--- config.mk ---
export PLATFORM = sky130hd
export DESIGN_NAME = wav_header_parser_top
export DESIGN_NICKNAME = d
export VERILOG_FILES = /design/src/design/wavhp_pkg.sv /design/src/design/wav_header_parser_top.sv
export SDC_FILE = /design/constraint.sdc
export NUM_CORES = 2
export LEC_CHECK = 0
export BUFFER_PORTS_ARGS = -buffer_cell sky130_fd_sc_hd__buf_4
export CORE_MARGIN = 2
export CORE_UTILIZATION = 50
export CTS_CLUSTER_SIZE = 30
export DETAILED_ROUTE_END_ITERATION = 8
export PLACE_DENSITY = 0.71
export SKIP_CTS_REPAIR_TIMING = 1
export SLEW_MARGIN = 5
export SYNTH_ARGS = -nofsm -noshare
export SYNTH_HDL_FRONTEND = slang
export SYNTH_SLANG_ARGS = --single-unit
--- constraint.sdc ---
create_clock -name clk -period 8.8 [get_ports clk]
set_clock_uncertainty 0.15 [all_clocks]
set_input_delay 0 -clock clk [delete_from_list [all_inputs] [get_ports clk]]
set_output_delay 0 -clock clk [all_outputs]
set_load 0.03 [all_outputs]
--- src/design/wavhp_pkg.sv ---
// Package for the RIFF/WAVE header parser: payload types, phase codes, status codes.
package wavhp_pkg;

	// Input transfer payload
	typedef struct packed {
		logic [7:0] byte_value;
		logic       first_byte;
		logic       stream_end;
	} wavhp_in_t;

	// Result transfer payload
	typedef struct packed {
		logic [2:0]  status;
		logic [31:0] data_len;
		logic [32:0] data_offset;
	} wavhp_out_t;

	// Parse phase of the current file
	typedef enum logic [2:0] {
		PH_RIFF,
		PH_HDR,
		PH_SKIP,
		PH_FMT,
		PH_DONE
	} wavhp_phase_t;

	// Sequencer for the shared multiplier check
	typedef enum logic [1:0] {
		SEQ_IDLE,
		SEQ_MUL_BLK,
		SEQ_MUL_PROD,
		SEQ_DECIDE
	} wavhp_seq_t;

	// Verdict codes
	localparam logic [2:0] ST_OK       = 3'd0;
	localparam logic [2:0] ST_EARLY    = 3'd1;
	localparam logic [2:0] ST_NOT_WAVE = 3'd2;
	localparam logic [2:0] ST_FMT_SIZE = 3'd3;
	localparam logic [2:0] ST_RATES    = 3'd4;
	localparam logic [2:0] ST_FORMAT   = 3'd5;

	// Configuration register indexes
	localparam logic [1:0] CFG_CHANNELS    = 2'd0;
	localparam logic [1:0] CFG_SAMPLE_RATE = 2'd1;
	localparam logic [1:0] CFG_BITS        = 2'd2;

	// Chunk identifiers as little-endian words
	localparam logic [31:0] ID_RIFF = 32'h4646_4952;
	localparam logic [31:0] ID_WAVE = 32'h4556_4157;
	localparam logic [31:0] ID_FMT  = 32'h2074_6D66;
	localparam logic [31:0] ID_DATA = 32'h6174_6164;

	localparam logic [31:0] FMT_CHUNK_SIZE = 32'd16;
	localparam logic [15:0] FMT_PCM        = 16'd1;

endpackage

--- src/design/wav_header_parser_top.sv ---
// RIFF/WAVE header parser: byte-stream header checker with a shared multiplier check.
//
//  channel   dir  handshake                     payload
//  byte      in   byte_valid / byte_stall       byte_item   (wavhp_in_t)
//  result    out  result_valid / result_stall   result_item (wavhp_out_t)
//  cfg       in   cfg_write                     cfg_index, cfg_data
//
// Bytes are taken while byte_stall is low. The last byte of the fmt body starts a check on
// one shared 32x32 multiplier (channels*bits, then rate*that, then compare), and byte_stall
// stays high from that byte until the check is decided.
// Reset clears the parse as if a new file had started; config takes its defaults.
// byte_stall is also high while a finished result waits under result_stall.
module wav_header_parser_top
	import wavhp_pkg::*;
(
	input  logic        clk,
	input  logic        arst_n,
	input  logic        byte_valid,
	output logic        byte_stall,
	input  wavhp_in_t   byte_item,
	output logic        result_valid,
	input  logic        result_stall,
	output wavhp_out_t  result_item,
	input  logic        cfg_write,
	input  logic [1:0]  cfg_index,
	input  logic [31:0] cfg_data
);

	// Configuration registers
	logic [15:0] exp_channels_q;
	logic [31:0] exp_rate_q;
	logic [15:0] exp_bits_q;

	// Parse state
	wavhp_phase_t phase_q, phase_d;
	logic [3:0]   bc_q, bc_d;
	logic         riff_bad_q, riff_bad_d;
	logic         seeking_q, seeking_d;
	logic [32:0]  pos_q, pos_d;
	logic [32:0]  skip_q, skip_d;
	logic [31:0]  chunk_id_q, chunk_id_d;
	logic [31:0]  chunk_size_q, chunk_size_d;
	logic [15:0]  fmt_format_q, fmt_format_d;
	logic [15:0]  fmt_channels_q, fmt_channels_d;
	logic [31:0]  fmt_rate_q, fmt_rate_d;
	logic [31:0]  fmt_byte_rate_q, fmt_byte_rate_d;
	logic [15:0]  fmt_align_q, fmt_align_d;
	logic [15:0]  fmt_bits_q, fmt_bits_d;

	// Check sequencer and shared multiplier
	wavhp_seq_t  seq_q, seq_d;
	logic [31:0] mul_a, mul_b;
	logic [63:0] mul_full;
	logic [31:0] blk_q, prod_q;
	logic        busy, decide_go, fmt_done;

	// Output register
	logic        out_valid_q;
	wavhp_out_t  out_q;
	logic        emit;
	wavhp_out_t  emit_item;

	logic byte_fire;

	// Configuration writes
	always_ff @(posedge clk or negedge arst_n) begin
		if (!arst_n) begin
			exp_channels_q <= 16'd1;
			exp_rate_q     <= 32'd44100;
			exp_bits_q     <= 16'd16;
		end else if (cfg_write) begin
			case (cfg_index)
				CFG_CHANNELS:    exp_channels_q <= cfg_data[15:0];
				CFG_SAMPLE_RATE: exp_rate_q     <= cfg_data;
				CFG_BITS:        exp_bits_q     <= cfg_data[15:0];
				default: ;
			endcase
		end
	end

	// Sequencer outputs: stall, multiplier operands, decide strobe
	always_comb begin
		busy      = (seq_q != SEQ_IDLE);
		decide_go = (seq_q == SEQ_DECIDE) && !(out_valid_q && result_stall);
		case (seq_q)
			SEQ_MUL_BLK: begin
				mul_a = {16'd0, fmt_channels_q};
				mul_b = {16'd0, fmt_bits_q};
			end
			SEQ_MUL_PROD: begin
				mul_a = fmt_rate_q;
				mul_b = blk_q;
			end
			default: begin
				mul_a = 32'd0;
				mul_b = 32'd0;
			end
		endcase
	end

	assign mul_full   = mul_a * mul_b;
	assign byte_stall = busy || (out_valid_q && result_stall);
	assign byte_fire  = byte_valid && !byte_stall;

	// Sequencer next state
	always_comb begin
		seq_d = seq_q;
		case (seq_q)
			SEQ_IDLE:     if (fmt_done) seq_d = SEQ_MUL_BLK;
			SEQ_MUL_BLK:  seq_d = SEQ_MUL_PROD;
			SEQ_MUL_PROD: seq_d = SEQ_DECIDE;
			SEQ_DECIDE:   if (decide_go) seq_d = SEQ_IDLE;
			default:      seq_d = SEQ_IDLE;
		endcase
	end

	// Byte processing and verdict logic
	always_comb begin
		wavhp_phase_t ph;
		logic [3:0]   k;
		logic [7:0]   b;
		logic [31:0]  size_full;
		logic [32:0]  skip_new;

		phase_d         = phase_q;
		bc_d            = bc_q;
		riff_bad_d      = riff_bad_q;
		seeking_d       = seeking_q;
		pos_d           = pos_q;
		skip_d          = skip_q;
		chunk_id_d      = chunk_id_q;
		chunk_size_d    = chunk_size_q;
		fmt_format_d    = fmt_format_q;
		fmt_channels_d  = fmt_channels_q;
		fmt_rate_d      = fmt_rate_q;
		fmt_byte_rate_d = fmt_byte_rate_q;
		fmt_align_d     = fmt_align_q;
		fmt_bits_d      = fmt_bits_q;
		emit            = 1'b0;
		emit_item       = '{status: ST_OK, data_len: 32'd0, data_offset: 33'd0};
		fmt_done        = 1'b0;
		b               = byte_item.byte_value;
		size_full       = {b, chunk_size_q[23:0]};
		skip_new        = 33'd0;

		// restart on first byte
		if (byte_fire && byte_item.first_byte) begin
			phase_d    = PH_RIFF;
			bc_d       = 4'd0;
			riff_bad_d = 1'b0;
			seeking_d  = 1'b0;
			pos_d      = 33'd0;
			skip_d     = 33'd0;
		end
		ph = phase_d;
		k  = bc_d;

		if (byte_fire && ph != PH_DONE) begin
			if (byte_item.stream_end) begin
				emit      = 1'b1;
				emit_item.status = ST_EARLY;
				phase_d   = PH_DONE;
			end else begin
				pos_d = pos_d + 33'd1;
				case (ph)
					PH_RIFF: begin
						if (k < 4'd4 && b != ID_RIFF[8*k[1:0] +: 8])
							riff_bad_d = 1'b1;
						if (k >= 4'd8 && b != ID_WAVE[8*k[1:0] +: 8])
							riff_bad_d = 1'b1;
						bc_d = k + 4'd1;
						if (k == 4'd11) begin
							bc_d = 4'd0;
							if (riff_bad_d) begin
								emit             = 1'b1;
								emit_item.status = ST_NOT_WAVE;
								phase_d          = PH_DONE;
							end else begin
								phase_d = PH_HDR;
							end
						end
					end
					PH_SKIP: begin
						skip_d = skip_q - 33'd1;
						if (skip_d == 33'd0) begin
							phase_d = PH_HDR;
							bc_d    = 4'd0;
						end
					end
					PH_HDR: begin
						if (k < 4'd4) chunk_id_d[8*k[1:0] +: 8] = b;
						else chunk_size_d[8*k[1:0] +: 8] = b;
						bc_d = k + 4'd1;
						if (k == 4'd7) begin
							bc_d = 4'd0;
							skip_new = {1'b0, size_full} + {32'd0, size_full[0]};
							if (!seeking_q && chunk_id_q == ID_FMT) begin
								if (size_full != FMT_CHUNK_SIZE) begin
									emit             = 1'b1;
									emit_item.status = ST_FMT_SIZE;
									phase_d          = PH_DONE;
								end else begin
									phase_d = PH_FMT;
								end
							end else if (seeking_q && chunk_id_q == ID_DATA) begin
								emit                  = 1'b1;
								emit_item.data_len    = size_full;
								emit_item.data_offset = pos_d;
								phase_d               = PH_DONE;
							end else begin
								skip_d  = skip_new;
								phase_d = (skip_new == 33'd0) ? PH_HDR : PH_SKIP;
							end
						end
					end
					PH_FMT: begin
						case (k)
							4'd0, 4'd1:   fmt_format_d[8*k[0] +: 8] = b;
							4'd2, 4'd3:   fmt_channels_d[8*k[0] +: 8] = b;
							4'd4, 4'd5, 4'd6, 4'd7:
								fmt_rate_d[8*k[1:0] +: 8] = b;
							4'd8, 4'd9, 4'd10, 4'd11:
								fmt_byte_rate_d[8*k[1:0] +: 8] = b;
							4'd12, 4'd13: fmt_align_d[8*k[0] +: 8] = b;
							default:      fmt_bits_d[8*k[0] +: 8] = b;
						endcase
						bc_d = k + 4'd1;
						// last body byte hands over to the multiplier check
						if (k == 4'd15) fmt_done = 1'b1;
					end
					default: ;
				endcase
			end
		end else if (decide_go) begin
			// verdict order: consistency, then format and config
			if (fmt_byte_rate_q != {3'd0, prod_q[31:3]} ||
			    {16'd0, fmt_align_q} != {3'd0, blk_q[31:3]}) begin
				emit             = 1'b1;
				emit_item.status = ST_RATES;
				phase_d          = PH_DONE;
			end else if (fmt_format_q != FMT_PCM || fmt_channels_q != exp_channels_q ||
			             fmt_rate_q != exp_rate_q || fmt_bits_q != exp_bits_q) begin
				emit             = 1'b1;
				emit_item.status = ST_FORMAT;
				phase_d          = PH_DONE;
			end else begin
				seeking_d = 1'b1;
				phase_d   = PH_HDR;
				bc_d      = 4'd0;
			end
		end
	end

	// Control state
	always_ff @(posedge clk or negedge arst_n) begin
		if (!arst_n) begin
			phase_q     <= PH_RIFF;
			bc_q        <= 4'd0;
			riff_bad_q  <= 1'b0;
			seeking_q   <= 1'b0;
			pos_q       <= 33'd0;
			skip_q      <= 33'd0;
			seq_q       <= SEQ_IDLE;
			out_valid_q <= 1'b0;
		end else begin
			phase_q    <= phase_d;
			bc_q       <= bc_d;
			riff_bad_q <= riff_bad_d;
			seeking_q  <= seeking_d;
			pos_q      <= pos_d;
			skip_q     <= skip_d;
			seq_q      <= seq_d;
			if (emit) out_valid_q <= 1'b1;
			else if (!result_stall) out_valid_q <= 1'b0;
		end
	end

	// Payload registers
	always_ff @(posedge clk) begin
		chunk_id_q      <= chunk_id_d;
		chunk_size_q    <= chunk_size_d;
		fmt_format_q    <= fmt_format_d;
		fmt_channels_q  <= fmt_channels_d;
		fmt_rate_q      <= fmt_rate_d;
		fmt_byte_rate_q <= fmt_byte_rate_d;
		fmt_align_q     <= fmt_align_d;
		fmt_bits_q      <= fmt_bits_d;
		if (seq_q == SEQ_MUL_BLK) blk_q <= mul_full[31:0];
		if (seq_q == SEQ_MUL_PROD) prod_q <= mul_full[31:0];
		if (emit) out_q <= emit_item;
	end

	assign result_valid = out_valid_q;
	assign result_item  = out_q;

endmodule

==> results.sh <==
export IMPL_finalSetupViolations=0
export IMPL_path_class="flip-flop to flip-flop"
export IMPL_synthFlopType="edfxtp_1"
export IMPL_min_path_cells=4
export IMPL_die_h_microns=276
export IMPL_via_count=28261
export IMPL_postSynthCellCount=3590
export IMPL_ios=119
export IMPL_grt_pass1_wl_mm=178
export IMPL_dpl_instance_area_sq_mm=0.0395
export IMPL_synth_top_family_by_area="adder cells"
export IMPL_grt_use_met3=0.0538
export IMPL_placedCellCount=4656
export IMPL_synth_xor_area_share=0.0689
export IMPL_critical_path_arrival_ps=8700
export IMPL_power_leakage_nw=16.7
export IMPL_synth_edf_count=313
export IMPL_intPower_mw=3.77
export IMPL_drc=0
export IMPL_synth_avg_cell_area_sq_um=10.3
export IMPL_synth_top_area_cell="edfxtp_1"
export IMPL_crit_required_ps=8950
export IMPL_globalRouteMet1Util=0.399
export IMPL_yosys_warnings=0
export IMPL_grtUsageTotal=0.318
export IMPL_drive_above_1_share=0.120
export IMPL_dp_hpwl_mm=94.0
export IMPL_synth_cell_types=88
export IMPL_start_util=0.505
export IMPL_clk_pin_slew_ps=70
export IMPL_grt_overflow=0
export IMPL_rows=99
export IMPL_seq_power_share=0.494
export IMPL_syn_nets=4191
export IMPL_netSwitchingPower_mw=1.32
export IMPL_cts_tree="yes"
export IMPL_fmax_ghz=0.117
export IMPL_design_die_area_sq_mm=0.0759
export IMPL_maxCapViolations=0
export IMPL_ys_top_cells_by_area="edfxtp_1 (25%), fa_1 (22%), dfrtp_1 (9.1%), nor2_1 (5.3%), ha_1 (4.9%)"
export IMPL_die_w_microns=276
export IMPL_post_route_util=0.570
export IMPL_finalMaxSlewViolations=0
export IMPL_antenna_found_initial=1
export IMPL_setup_tns_final_ps=0
export IMPL_post_route_period_util=0.971
export IMPL_critPathCaptureType="flip-flop"
export IMPL_cts_buffer_depth=3
export IMPL_clock_sinks=455
export IMPL_hp_class="input port to flip-flop"
export IMPL_drtIter0Drc=3158
export IMPL_ir_drop_uv=220
export IMPL_rr_startpoint="seq_q[0]"
export IMPL_grt_pass1_vias=28554
export IMPL_hold_violations=0
export IMPL_met2_usage=0.525
export IMPL_synthSimpleGateAreaFrac=0.166
export IMPL_tightest_slew_ps=1180
export IMPL_ys_async_sr_fraction=0.312
export IMPL_synth_mux_area_frac=0.0219
export IMPL_ys_seq_area_frac=0.352
export IMPL_status="finished, final reports clean"
export IMPL_sw_frac_of_total=0.259
export IMPL_wl_mm=120
export IMPL_gp_congestion=1.04
export IMPL_layout_min_cycle_time_ps=8550
export IMPL_synth_compound_area_frac=0.0581
export IMPL_yosys_area_share_adder=0.270
export IMPL_synth_cell_area_sq_mm=0.0369
export IMPL_reg2regPathDepth=27
export IMPL_grt_max_degree=79
export IMPL_slowest_delay_ps=850
export IMPL_power_density_mw_per_mm2=122
export IMPL_n_antenna_cell=0
export IMPL_hp_start="byte_item[1]"
export IMPL_pwr_share_comb=0.124
export IMPL_cts_buffers_inserted=44
export IMPL_critPathMaxFanout=15
export IMPL_cts_htree_levels=2
export IMPL_clk_latency_ps=570
export IMPL_final_area_sq_mm=0.0416
export IMPL_wl_per_cell_microns=25.0
export IMPL_clockRootBuffer="clkbuf_16"
export IMPL_worst_path_most_repeated_cell="fa_1"
export IMPL_layout_cells_non_filler=4791
export IMPL_rsz0062_at_grt="no"
export IMPL_synthTopCellsByCount="nor2_1 (517), inv_1 (456), fa_1 (408)"
export IMPL_synthDominantCellAreaShare=0.255
export IMPL_critPathSlowestCell="a22oi_1"
export IMPL_portBuffers=118
export IMPL_ant_nets=0
export IMPL_top_usage_layer="met2"
export IMPL_routed_via_density=5.90
export IMPL_crit_path_start="seq_q[0]"
export IMPL_area_growth_pct=12.8
export IMPL_final_nets=4399
export IMPL_coreArea_sq_mm=0.0730
export IMPL_synth_most_common_cell="nor2_1"
export IMPL_ys_ff_latch=455
export IMPL_holdWs_ps=3.38
export IMPL_clock_power_share=0.382
export IMPL_cp_start_kind="flip-flop"
export IMPL_dr_pass1_iters=6
export IMPL_relSlewSlack=0.209
critical path: cells and delay by family (launching register included):
family          cells  cell delay [ps]
compound gates      8             2270
xor+xnor            1              150
simple gates        2              360
fa+ha+maj          10             4050
flops               1              450
buf+inv             6              800
path summary, 6_finish.rpt:
kind,to,slack (ps)
max,blk_q[31],250
min,result_item[67],3
max reg2reg,blk_q[31],250
min reg2reg,riff_bad_q,360
max in group asynchronous,exp_bits_q[7],7160
min in group asynchronous,pos_q[26],370
metrics by stage:
step	power (mW)	worst slack [ps]
after floorplan	2.90	29.3
after global placement	3.14	291
after detailed placement	3.15	281
after CTS	5.07	218
after global routing	5.23	10.6
final	5.09	254
layer usage:
layer / wire [microns] / vias up
met2: 57100 / 1567
li1: - / 12267
met3: 10700 / 378
met4: 7820 / 0
met5: 0 / -
met1: 44300 / 14049
cell type report:
class	count	area [sq um]
Clock buffer	54	1190
Clock inverter	26	277
Fill cell	6265	31400
Inverter	457	1720
Multi-Input combinational cell	2524	21700
Sequential cell	455	13000
Tap cell	959	1200
Timing Repair Buffer	316	2580
layout by cell type, fill, tap and decap left out, drive strengths merged, types with 30 or more instances in the layout:
cell,instances
o21ai,80
clkbuf,54
nand2,260
ha,144
nand3,131
nor4,58
xnor2,131
dlygate4sd3,53
fa,408
mux2,69
and3,52
xor2,154
dfrtp,134
edfxtp,313
nor3,53
a21oi,63
a22o,30
inv,458
buf,263
nor2,520
nand4,43
and2,63
power by group through the flow:
stage	Sequential (mW)	Combinational, mW	Clock, mW
after detailed placement	2.56	0.592	0
after global routing	2.52	0.672	2.04
after floorplan	2.60	0.304	0
after global placement	2.56	0.583	0
final	2.51	0.631	1.95
after CTS	2.51	0.597	1.96
kinds of logic after synthesis:
family                   after synthesis
multiplexers                          72
flip-flops                           455
AO/OA/AOI/OAI                        316
AND/OR/NAND/NOR                     1297
adder cells (fa/ha/maj)              552
buffers and inverters                611
XOR/XNOR                             287
sequential cells by signal, summed over array words and instances, names as in the netlist:
name / flops
fmt_bits_q: 16
riff_bad_q: 1
blk_q: 32
phase_q: 3
fmt_align_q: 16
exp_channels_q: 16
pos_q: 33
result_item: 68
chunk_size_q: 24
fmt_rate_q: 32
prod_q: 29
exp_bits_q: 16
chunk_id_q: 32
fmt_channels_q: 16
fmt_byte_rate_q: 32
seeking_q: 1
fmt_format_q: 16
bc_q: 4
skip_q: 33
exp_rate_q: 32
seq_q: 2
result_valid: 1
No activity file was read; power rests on OpenSTA's default activity.
